<file path="src/design/mcp0_pkg.sv">
// types and constants shared by the composition data page 0 parser
`default_nettype none

package mcp0_pkg;

  localparam int MAX_RECS = 3;

  typedef enum logic [2:0] {
    KIND_FEATURES = 3'd0,
    KIND_SIG      = 3'd1,
    KIND_VENDOR   = 3'd2,
    KIND_ELEM_END = 3'd3,
    KIND_PAGE_END = 3'd4
  } rec_kind_t;

  typedef enum logic [2:0] {
    PH_HEADER = 3'd0,
    PH_LOC    = 3'd1,
    PH_COUNTS = 3'd2,
    PH_SIG    = 3'd3,
    PH_VENDOR = 3'd4
  } phase_t;

  localparam logic [3:0]  FEAT_LO_POS = 4'd8;
  localparam logic [3:0]  FEAT_HI_POS = 4'd9;

  localparam logic [15:0] CFG_SRV_ID  = 16'h0000;
  localparam logic [15:0] CFG_CLI_ID  = 16'h0001;
  localparam logic [15:0] ONOFF_ID    = 16'h1000;
  localparam logic [15:0] LIGHTNESS_ID = 16'h1300;
  localparam logic [15:0] CTL_ID      = 16'h1303;
  localparam logic [15:0] SENSOR_ID   = 16'h1100;
  localparam logic [15:0] LC_ID       = 16'h130f;

  typedef struct packed {
    rec_kind_t   kind;
    logic [15:0] primary;
    logic [15:0] secondary;
    logic [7:0]  index;
    logic [7:0]  sig_cnt;
    logic [7:0]  ven_cnt;
    logic [4:0]  mask;
    logic [7:0]  elem_cnt;
    logic        trunc;
    logic        last;
  } rec_t;

  typedef struct packed {
    logic [1:0]                n;
    rec_t [MAX_RECS-1:0]       recs;
  } push_t;

endpackage

`default_nettype wire

</file>
<file path="src/design/mcp0_parse.sv">
// byte parser: running page state and up to three records per byte
`default_nettype none

module mcp0_parse
  import mcp0_pkg::*;
(
  input  wire logic       clk,
  input  wire logic       rst_n,
  input  wire logic       byte_valid,
  input  wire logic [7:0] byte_data,
  input  wire logic       byte_last,
  input  wire logic [4:0] init_mask,
  output push_t           push
);

  phase_t      phase_r, phase_nxt, phase_c;
  logic [3:0]  pos_r, pos_nxt, pos_c;
  logic [7:0]  low_r, low_nxt;
  logic [15:0] company_r, company_nxt;
  logic [7:0]  sig_rem_r, sig_rem_nxt;
  logic [7:0]  ven_rem_r, ven_rem_nxt;
  logic [7:0]  ven_tot_r, ven_tot_nxt;
  logic [7:0]  kept_r, kept_nxt;
  logic [7:0]  elem_r, elem_nxt, elem_c;
  logic [4:0]  mask_r, mask_nxt, mask_c;
  logic        started_r, started_nxt;

  logic        emit_main;
  rec_kind_t   main_kind;
  logic [15:0] main_prim;
  logic [15:0] main_sec;
  logic        end_elem;
  logic        trunc;
  logic [15:0] word;

  assign word = {byte_data, low_r};

  // next state
  always_comb begin
    phase_c = started_r ? phase_r : PH_HEADER;
    pos_c   = started_r ? pos_r : 4'd0;
    elem_c  = started_r ? elem_r : 8'd0;
    mask_c  = started_r ? mask_r : init_mask;

    phase_nxt   = phase_c;
    pos_nxt     = pos_c;
    low_nxt     = low_r;
    company_nxt = company_r;
    sig_rem_nxt = sig_rem_r;
    ven_rem_nxt = ven_rem_r;
    ven_tot_nxt = ven_tot_r;
    kept_nxt    = kept_r;
    mask_nxt    = mask_c;
    emit_main   = 1'b0;
    main_kind   = KIND_FEATURES;
    main_prim   = 16'd0;
    main_sec    = 16'd0;
    end_elem    = 1'b0;

    case (phase_c)
      PH_HEADER: begin
        if (pos_c == FEAT_LO_POS) begin
          low_nxt = byte_data;
          pos_nxt = pos_c + 4'd1;
        end else if (pos_c == FEAT_HI_POS) begin
          emit_main = 1'b1;
          main_kind = KIND_FEATURES;
          main_prim = word;
          phase_nxt = PH_LOC;
          pos_nxt   = 4'd0;
        end else begin
          pos_nxt = pos_c + 4'd1;
        end
      end
      PH_LOC: begin
        if (pos_c == 4'd0) begin
          pos_nxt = 4'd1;
        end else begin
          phase_nxt = PH_COUNTS;
          pos_nxt   = 4'd0;
        end
      end
      PH_COUNTS: begin
        if (pos_c == 4'd0) begin
          sig_rem_nxt = byte_data;
          kept_nxt    = 8'd0;
          pos_nxt     = 4'd1;
        end else begin
          ven_rem_nxt = byte_data;
          ven_tot_nxt = byte_data;
          pos_nxt     = 4'd0;
          if (sig_rem_r != 8'd0) begin
            phase_nxt = PH_SIG;
          end else if (byte_data != 8'd0) begin
            phase_nxt = PH_VENDOR;
          end else begin
            end_elem = 1'b1;
          end
        end
      end
      PH_SIG: begin
        if (pos_c == 4'd0) begin
          low_nxt = byte_data;
          pos_nxt = 4'd1;
        end else begin
          pos_nxt = 4'd0;
          if (word == ONOFF_ID) begin
            mask_nxt = mask_c | 5'b00001;
          end else if (word == LIGHTNESS_ID) begin
            mask_nxt = mask_c | 5'b00010;
          end else if (word == CTL_ID) begin
            mask_nxt = mask_c | 5'b00100;
          end else if (word == SENSOR_ID) begin
            mask_nxt = mask_c | 5'b01000;
          end else if (word == LC_ID) begin
            mask_nxt = mask_c | 5'b10000;
          end
          if (word != CFG_SRV_ID && word != CFG_CLI_ID) begin
            kept_nxt  = kept_r + 8'd1;
            emit_main = 1'b1;
            main_kind = KIND_SIG;
            main_prim = word;
          end
          sig_rem_nxt = sig_rem_r - 8'd1;
          if (sig_rem_nxt == 8'd0) begin
            if (ven_rem_r != 8'd0) begin
              phase_nxt = PH_VENDOR;
            end else begin
              end_elem = 1'b1;
            end
          end
        end
      end
      default: begin
        if (pos_c == 4'd0 || pos_c == 4'd2) begin
          low_nxt = byte_data;
          pos_nxt = pos_c + 4'd1;
        end else if (pos_c == 4'd1) begin
          company_nxt = word;
          pos_nxt     = 4'd2;
        end else begin
          pos_nxt     = 4'd0;
          emit_main   = 1'b1;
          main_kind   = KIND_VENDOR;
          main_prim   = company_r;
          main_sec    = word;
          ven_rem_nxt = ven_rem_r - 8'd1;
          if (ven_rem_nxt == 8'd0) begin
            end_elem = 1'b1;
          end
        end
      end
    endcase

    elem_nxt = elem_c;
    if (end_elem) begin
      phase_nxt = PH_LOC;
      pos_nxt   = 4'd0;
      if (elem_c != 8'hff) begin
        elem_nxt = elem_c + 8'd1;
      end
    end

    trunc = !(phase_nxt == PH_LOC && pos_nxt == 4'd0);

    started_nxt = 1'b1;
    if (byte_last) begin
      started_nxt = 1'b0;
      phase_nxt   = PH_HEADER;
      pos_nxt     = 4'd0;
    end
  end

  // record list
  always_comb begin
    logic [1:0] k;
    k = 2'd0;
    push.recs = '0;

    if (emit_main) begin
      push.recs[k].kind      = main_kind;
      push.recs[k].primary   = main_prim;
      push.recs[k].secondary = main_sec;
      push.recs[k].index     = (main_kind == KIND_FEATURES) ? 8'd0 : elem_c;
      push.recs[k].mask      = mask_nxt;
      k = k + 2'd1;
    end
    if (end_elem) begin
      push.recs[k].kind    = KIND_ELEM_END;
      push.recs[k].index   = elem_c;
      push.recs[k].sig_cnt = kept_nxt;
      push.recs[k].ven_cnt = ven_tot_nxt;
      push.recs[k].mask    = mask_nxt;
      k = k + 2'd1;
    end
    if (byte_last) begin
      push.recs[k].kind     = KIND_PAGE_END;
      push.recs[k].elem_cnt = elem_nxt;
      push.recs[k].trunc    = trunc;
      push.recs[k].mask     = mask_nxt;
      k = k + 2'd1;
    end
    if (k != 2'd0) begin
      push.recs[k - 2'd1].last = 1'b1;
    end
    push.n = byte_valid ? k : 2'd0;
  end

  always_ff @(posedge clk) begin
    if (!rst_n) begin
      phase_r   <= PH_HEADER;
      pos_r     <= 4'd0;
      low_r     <= 8'd0;
      company_r <= 16'd0;
      sig_rem_r <= 8'd0;
      ven_rem_r <= 8'd0;
      ven_tot_r <= 8'd0;
      kept_r    <= 8'd0;
      elem_r    <= 8'd0;
      mask_r    <= 5'd0;
      started_r <= 1'b0;
    end else if (byte_valid) begin
      phase_r   <= phase_nxt;
      pos_r     <= pos_nxt;
      low_r     <= low_nxt;
      company_r <= company_nxt;
      sig_rem_r <= sig_rem_nxt;
      ven_rem_r <= ven_rem_nxt;
      ven_tot_r <= ven_tot_nxt;
      kept_r    <= kept_nxt;
      elem_r    <= elem_nxt;
      mask_r    <= mask_nxt;
      started_r <= started_nxt;
    end
  end

endmodule

`default_nettype wire

</file>
<file path="src/design/mcp0_rec_fifo.sv">
// result queue: takes up to three records per cycle, hands out one
`default_nettype none

module mcp0_rec_fifo
  import mcp0_pkg::*;
#(
  parameter int Depth = 8
) (
  input  wire logic                       clk,
  input  wire logic                       rst_n,
  input  wire push_t                      push,
  input  wire logic                       pop,
  output rec_t                            head_rec,
  output logic [$clog2(Depth+1)-1:0]      cnt
);

  localparam int PtrW = $clog2(Depth);
  localparam int CntW = $clog2(Depth + 1);

  rec_t            mem_r [Depth];
  logic [PtrW-1:0] head_r, head_nxt;
  logic [PtrW-1:0] tail_r, tail_nxt;
  logic [CntW-1:0] cnt_r, cnt_nxt;
  logic [PtrW-1:0] widx [MAX_RECS];

  function automatic logic [PtrW-1:0] ptr_add(input logic [PtrW-1:0] p,
                                                input logic [1:0] k);
    logic [PtrW:0] s;
    s = {1'b0, p} + (PtrW+1)'(k);
    if (s >= (PtrW+1)'(Depth)) begin
      s = s - (PtrW+1)'(Depth);
    end
    return s[PtrW-1:0];
  endfunction

  always_comb begin
    for (int i = 0; i < MAX_RECS; i++) begin
      widx[i] = ptr_add(tail_r, 2'(i));
    end
    tail_nxt = ptr_add(tail_r, push.n);
    head_nxt = pop ? ptr_add(head_r, 2'd1) : head_r;
    cnt_nxt  = cnt_r + CntW'(push.n) - CntW'(pop);
  end

  assign head_rec = mem_r[head_r];
  assign cnt      = cnt_r;

  always_ff @(posedge clk) begin
    for (int i = 0; i < MAX_RECS; i++) begin
      if (2'(i) < push.n) begin
        mem_r[widx[i]] <= push.recs[i];
      end
    end
  end

  always_ff @(posedge clk) begin
    if (!rst_n) begin
      head_r <= '0;
      tail_r <= '0;
      cnt_r  <= '0;
    end else begin
      head_r <= head_nxt;
      tail_r <= tail_nxt;
      cnt_r  <= cnt_nxt;
    end
  end

endmodule

`default_nettype wire

</file>
<file path="src/design/mesh_composition_page0_parser.sv">
// top level of the composition data page 0 parser
// path: an accepted byte passes the staging register, then its records the record queue
// throughput: one byte per cycle while each byte yields at most one record and
//   out_stall is low; a three-record byte drains through the one-record output port
// reset: synchronous active-low rst_n clears the page state, queue and mask register
`default_nettype none

module mesh_composition_page0_parser
  import mcp0_pkg::*;
#(
  parameter int FifoDepth = 8
) (
  input  wire logic        clk,
  input  wire logic        rst_n,
  input  wire logic        in_valid,
  output logic             in_stall,
  input  wire logic [7:0]  in_data_byte,
  input  wire logic        in_last_byte,
  output logic             out_valid,
  input  wire logic        out_stall,
  output logic [2:0]       out_record_kind,
  output logic [15:0]      out_primary_value,
  output logic [15:0]      out_secondary_value,
  output logic [7:0]       out_element_index,
  output logic [7:0]       out_sig_model_count,
  output logic [7:0]       out_vendor_model_count,
  output logic [4:0]       out_function_mask,
  output logic [7:0]       out_element_count,
  output logic             out_truncated,
  output logic             out_last_result,
  input  wire logic        cfg_wr_en,
  input  wire logic [4:0]  cfg_wr_data
);

  localparam int CntW = $clog2(FifoDepth + 1);

  logic [4:0]      init_mask_r;
  logic            stage_valid_r;
  logic [7:0]      stage_byte_r;
  logic            stage_last_r;
  push_t           push;
  rec_t            head_rec;
  logic [CntW-1:0] fifo_cnt;
  logic            in_take;

  // room for the staged byte and one more
  assign in_stall = (fifo_cnt > CntW'(FifoDepth - 2 * MAX_RECS));
  assign in_take  = in_valid && !in_stall;

  always_ff @(posedge clk) begin
    if (!rst_n) begin
      init_mask_r   <= 5'd0;
      stage_valid_r <= 1'b0;
    end else begin
      stage_valid_r <= in_take;
      if (cfg_wr_en) begin
        init_mask_r <= cfg_wr_data;
      end
    end
  end

  always_ff @(posedge clk) begin
    if (in_take) begin
      stage_byte_r <= in_data_byte;
      stage_last_r <= in_last_byte;
    end
  end

  mcp0_parse u_parse (
    .clk        (clk),
    .rst_n      (rst_n),
    .byte_valid (stage_valid_r),
    .byte_data  (stage_byte_r),
    .byte_last  (stage_last_r),
    .init_mask  (init_mask_r),
    .push       (push)
  );

  mcp0_rec_fifo #(
    .Depth (FifoDepth)
  ) u_fifo (
    .clk      (clk),
    .rst_n    (rst_n),
    .push     (push),
    .pop      (out_valid && !out_stall),
    .head_rec (head_rec),
    .cnt      (fifo_cnt)
  );

  assign out_valid              = (fifo_cnt != '0);
  assign out_record_kind        = head_rec.kind;
  assign out_primary_value      = head_rec.primary;
  assign out_secondary_value    = head_rec.secondary;
  assign out_element_index      = head_rec.index;
  assign out_sig_model_count    = head_rec.sig_cnt;
  assign out_vendor_model_count = head_rec.ven_cnt;
  assign out_function_mask      = head_rec.mask;
  assign out_element_count      = head_rec.elem_cnt;
  assign out_truncated          = head_rec.trunc;
  assign out_last_result        = head_rec.last;

endmodule

`default_nettype wire

</file>
<file path="config.mk">
export PLATFORM = sky130hd
export DESIGN_NAME = mesh_composition_page0_parser
export DESIGN_NICKNAME = d
export VERILOG_FILES = /design/src/design/mcp0_pkg.sv /design/src/design/mcp0_parse.sv /design/src/design/mcp0_rec_fifo.sv /design/src/design/mesh_composition_page0_parser.sv
export SDC_FILE = /design/constraint.sdc
export NUM_CORES = 1
export LEC_CHECK = 0
export ABC_AREA = 0
export BUFFER_PORTS_ARGS = -buffer_cell sky130_fd_sc_hd__buf_4
export CORE_MARGIN = 3
export CORE_UTILIZATION = 60
export DETAILED_ROUTE_END_ITERATION = 16
export PLACE_DENSITY = 0.79
export RECOVER_POWER = 25
export SLEW_MARGIN = 20
export SYNTH_ARGS = -nofsm -noshare
export SYNTH_HDL_FRONTEND = slang
export SYNTH_SLANG_ARGS = --single-unit
</file>
<file path="constraint.sdc">
create_clock -name clk -period 11.7 [get_ports clk]
set_input_delay 2.34 -clock clk [delete_from_list [all_inputs] [get_ports clk]]
set_output_delay 2.34 -clock clk [all_outputs]
set_load 0.05 [all_outputs]
</file>
## Word-level counts from Yosys, hierarchy flattened

Memories as Yosys holds them, arrays and structs flattened. A register that Yosys moved wholly into a read port is not among the register bits.
Cells that the tools add are included.

- Register bits: 102
- Bits in writable memories: 592
- Memories kept: 1

- Magnitude comparators: 15
- Reduce and logical (&&, ||, !) cells: 35
- Equality and inequality tests: 22
- Bitwise logic cells: 4
- Multiplexer cells: 135
- Add/subtract/negate cells: 19

Memories:

| memory | words | bits a word | rd ports | clocked after Yosys merged registers in | wr ports | line | source |
|---|---|---|---|---|---|---|---|
| u_fifo.mem_r | 8 | 74 | 1 | 1 | 3 | mcp0_rec_fifo.sv:20 | `rec_t mem_r [Depth];` |

Operators with widths:

| operator | number |
|---|---|
| 222-bit bitwise mux | 10 |
| 74-bit demux with 2-bit select | 10 |
| 222-bit two-way mux | 3 |
| 74-bit two-way mux | 2 |
| 16-bit two-way mux | 9 |
| 8-bit two-way mux | 16 |
| 16-bit by 13-bit equality test with 1-bit output, second input constant | 5 |
| 3-bit two-way mux | 21 |
| 16-bit one-hot mux with 3 select lines | 1 |
| 8-bit one-hot mux with 2 select lines | 3 |
| 5-bit two-way mux | 9 |
| 43-bit two-way mux | 1 |
| 39-bit two-way mux | 1 |
| 31-bit two-way mux | 1 |
| 15-bit two-way mux | 2 |
| 1-bit two-way mux | 26 |
| 4-bit two-way mux | 6 |
| 8-bit one-hot mux with 3 select lines | 1 |
| 8-bit nonzero test | 3 |
| 23-bit two-way mux | 1 |
| 8-bit by 1-bit adder with 8-bit output, second input constant | 2 |
| 4-bit greater-or-equal comparator, second input constant | 4 |
| 8-bit zero test | 2 |
| 16-bit by 1-bit != test with 1-bit output, second input constant | 1 |
| other kinds (48) | 90 |

## Depth between registers and ports, before layout

- Depth after elaboration: 23
- Mapped depth: 26
- Gate-level depth less buffers: 19

## By module

From an unflattened synthesis, not the netlist that was laid out.

- Cell total of the unflattened synthesis: 5110
- Area total of the unflattened synthesis: 47105.2 um^2

By module, submodules not included:

| module | cells an instance | area an instance (um^2) | instances |
|---|---|---|---|
| mcp0_rec_fifo | 4180 | 40177.3 | 1 |
| mcp0_parse | 898 | 6402.4 | 1 |
| mesh_composition_page0_parser | 32 | 525.5 | 1 |

## Worst setup path after synthesis

OpenSTA, ideal clock, no wires.

- Path kind: flip-flop to flip-flop
- Start: reg u_parse.started_r
- End: mem u_fifo.mem_r[4][0] (netlist name) (enable)
- Data arrival time: 8.926 ns
- Slack: 2.166 ns
- Data required time: 11.092 ns
- Library setup time: 0.608 ns
- Stages on the path, launching flop included: 23
- Path through: dfxtp_1 > buf_2 > buf_2 > buf_1 > nand2_1 > ha_1 > buf_2 > or3_1 > a21oi_1 > a32oi_1 > o21a_2 > inv_2 > buf_6 > buf_8 > buf_6 > ha_1 > nand2b_1 > clkbuf_1 > a21oi_1 > inv_2 > nand2_1 > nand2_1 > o21ai_0

RTL lines:

| item | line | source |
|---|---|---|
| from (decl) | mcp0_parse.sv:26 | `logic started_r, started_nxt;` |
| from (signal assigned) | mcp0_parse.sv:233 | `started_r <= started_nxt;` |
| to (decl) | mcp0_rec_fifo.sv:20 |  |

==> reports/qor.yml <==
detailed_routing:
  vias: 21674
  wire_per_inst_um: 26.64
  routed_via_density: 6.719
  finalWirelength_mm: 85.95
  antenna_left: 0
  drt_pre_antenna_iters: 5
  drtIter0Drc: 2760
  drc: 0
final_layout:
  num_antenna_cells: 0
  final_cell_mix: "edfxtp_1, nor2_1, a21oi_1"
  nNetsFinal: 2530
  final_common_cell: "edfxtp_1"
  nFillCells: 3694
  final_layout_size_suffix_gt1_frac: 0.1879
  syn_to_final_growth_pct: 10.41
  regArea_um2: 19980
  final_area_um2: 35730
  multi_input_area_um2: 11590
setup_path:
  crit_family: "buffers and inverters"
  r2r_slack_ps: 2700
  path_cells: "clkbuf_1 > nand2_1 > a21oi_1 > clkbuf_1 > nor2b_1 > nand2_4 > inv_1 > ha_1 > or3b_2 > a211oi_1 > and2_0 > nor2_1 > o21ai_4 > buf_4"
  crit_type: "reg -> reg"
  cp.buffers_inverters: 4
  startpoint_type: "register"
  cp_common_cell: "clkbuf_1"
  rr_startpoint: "u_parse.started_r"
  reg2reg_depth: 14
  max_stage_delay_ps: 1080
  worstPathArrival_ps: 9230
  cp_slowest_cell: "clkbuf_1"
  critPathRequiredTime_ps: 11930
  r2r-end: "u_fifo.mem_r[4][18]"
  endpoint_kind: "register"
  cp_max_fo: 62
worst_hold_path:
  min-delay-start: "u_parse.company_r[9]"
  worstHoldEndpoint: "u_parse.company_r[9]"
  min_path_type: "reg -> reg"
  worst_hold_path.num_cells: 2
clocking:
  clock_sinks: 697
  htree_levels: 3
  cts_buffers: 73
  cts-root-buf: "clkbuf_16"
  cts_hold_buf: 0
  postCtsSetupBuffers: 0
  clock_path_buffers: 3
  clkLatencyLatePin_ps: 620
  path_clk_slew_ps: 50
  ctsResizeCount: 0
  cts_tree: "built"
timing:
  tightest_slew_ps: 3883
  slew_headroom: -1.588
  setup_tns_ps: 0
  hold_viol_final: 0
  layout_min_cycle_time_ps: 8999
  fmax_ghz: 0.1111
  rsz0062_at_grt: "no"
  worst_clock_skew_ps: 17.07
  maxSlewViolCount: 246
  setup_viol: 0
  fin_crit_sh: 0.7692
power_and_ir_drop:
  power_density_nw_per_um2: 187.5
  finalPower_mw: 6.699
  peakVddDrop_uv: 146.7
  leakagePower_nw: 12.17
yosys:
  synth_seq_cells: 697
  postSynthCellCount: 2449
  ys_seq_area_frac: 0.6170
  synth-async-reset-ratio: 0
  synth_cell_types: 82
  synth.cell_area_um2: 32360
  synthFlopType: "edfxtp_1"
  yosys_warnings: 0
  synth.net_count: 2494
  avgSynthCellArea_um2: 13.22
  synth_edf_count: 601
floorplanning:
  die_area_um2: 56760
  die_y_um: 238.3
  rows: 84
  core_area_um2: 52970
  start_util: 0.6110
  fp.dieW_um: 238.3
  io_pins: 95
global_route:
  grt_pass1_wl_mm: 130.7
  grt_overflow: 0
  grt_use_total: 0.3059
  grt_max_degree: 80
  antenna_found_initial: 0
  grt_pass1_vias: 21341
placement:
  dp_hpwl_mm: 54.48
  gp_congestion: 0.9281
  portBuffers: 94
  place_area_um2: 33540
flow_run:
  maxCapViolCount: 8
outcome:
  violations: "capacitance limit, slew limit"
  status: "finished with violations"
cells in the mapped netlist, types with 20 or more instances:
cell      number  share of area
a211oi_1      21         0.0049
a21oi_1      204          0.032
buf_2         30         0.0046
clkbuf_1      93          0.011
dfxtp_1       96          0.059
edfxtp_1     601           0.56
ha_1          24         0.0093
inv_1         40         0.0046
mux2_2        90          0.031
mux2i_1       49          0.015
mux4_2       148           0.10
nand2_1      112          0.013
nand3_1       22         0.0034
nor2_1       505          0.059
nor3_1        31         0.0048
o211ai_1      20         0.0046
o21ai_0       57         0.0088
o22ai_1       21         0.0041
layout make-up:
class,count,area share
timing repair buffer,122,0.02293
sequential,697,0.5592
inverter,44,0.004622
multi-input combinational,1547,0.3243
tap,688,0.02409
clock inverter,35,0.009034
clock buffer,93,0.05588
flip-flops by register name, summed over array words and instances, names as in the netlist, 5 cells and up, named ones only:
register	cells
u_fifo.mem_r	592
u_parse.company_r	16
stage_byte_r	8
u_parse.elem_r	8
u_parse.kept_r	8
u_parse.low_r	8
u_parse.sig_rem_r	8
u_parse.ven_rem_r	8
u_parse.ven_tot_r	8
init_mask_r	5
u_parse.mask_r	5
routing by layer:
metal	track usage	share of wire	up-vias
met5	0	0	-
met4	0.09474	0.027	0
met3	0.07582	0.12	188
met2	0.4757	0.47	1399
met1	0.4338	0.38	10820
li1	-	-	9267
cells by family (layout without fill, tap and decap cells):
| group | Yosys count | in the layout | share of synthesized area |
|---|---|---|---|
| XOR/XNOR | 14 | 14 | 0.003789 |
| AO/OA/AOI/OAI | 428 | 428 | 0.08308 |
| AND/OR/NAND/NOR | 791 | 791 | 0.1080 |
| buffers and inverters | 205 | 294 | 0.02772 |
| adder cells (fa/ha/maj) | 26 | 26 | 0.01052 |
| multiplexers | 288 | 288 | 0.1499 |
| flip-flops | 697 | 697 | 0.6170 |
worst reg2reg max path, stage by stage, from the launching register on:
cell and delay (ps):
dfxtp_1 340, clkbuf_1 1080, nand2_1 960, a21oi_1 380, clkbuf_1 940, nor2b_1 440, nand2_4 420, inv_1 470
ha_1 820, or3b_2 660, a211oi_1 410, and2_0 320, nor2_1 200, o21ai_4 290, buf_4 850
through the flow:
step | hold WS, ps | util | instances | worst slack (ps)
6_report | 485.4 | 0.6746 | 3226 | 2701
5_1_grt | 513.9 | 0.6746 | 3226 | 2331
4_1_cts | 486.7 | 0.6769 | 3224 | 5018
3_5_place_dp | 473.7 | 0.6331 | 3096 | 5041
3_3_place_gp | 467.7 | 0.6320 | 3093 | 5147
2_1_floorplan | 453.8 | - | 2449 | 2166
power by group:
part	total [mW]	internal [mW]	switching [mW]
combinational	1.59	0.609	0.981
sequential	2.84	2.74	0.100
clock	2.27	1.33	0.932
total	6.70	4.69	2.01
worst max-delay path by stage:
| stage | startpoint | end | slack [ps] | depth (start not counted) |
|---|---|---|---|---|
| after floorplan | u_parse.started_r | u_fifo.mem_r[4][0] | 2170 | 22 |
| after global placement | u_parse.started_r | u_fifo.mem_r[3][4] | 5150 | 14 |
| after detailed placement | u_parse.started_r | u_fifo.mem_r[4][29] | 5040 | 14 |
| after CTS | u_parse.started_r | u_fifo.mem_r[4][18] | 5020 | 14 |
| after global routing | u_parse.started_r | u_fifo.mem_r[4][5] | 2330 | 14 |
| final | u_parse.started_r | u_fifo.mem_r[4][18] | 2700 | 14 |
Note: power is estimated with default switching activity, not from simulation.
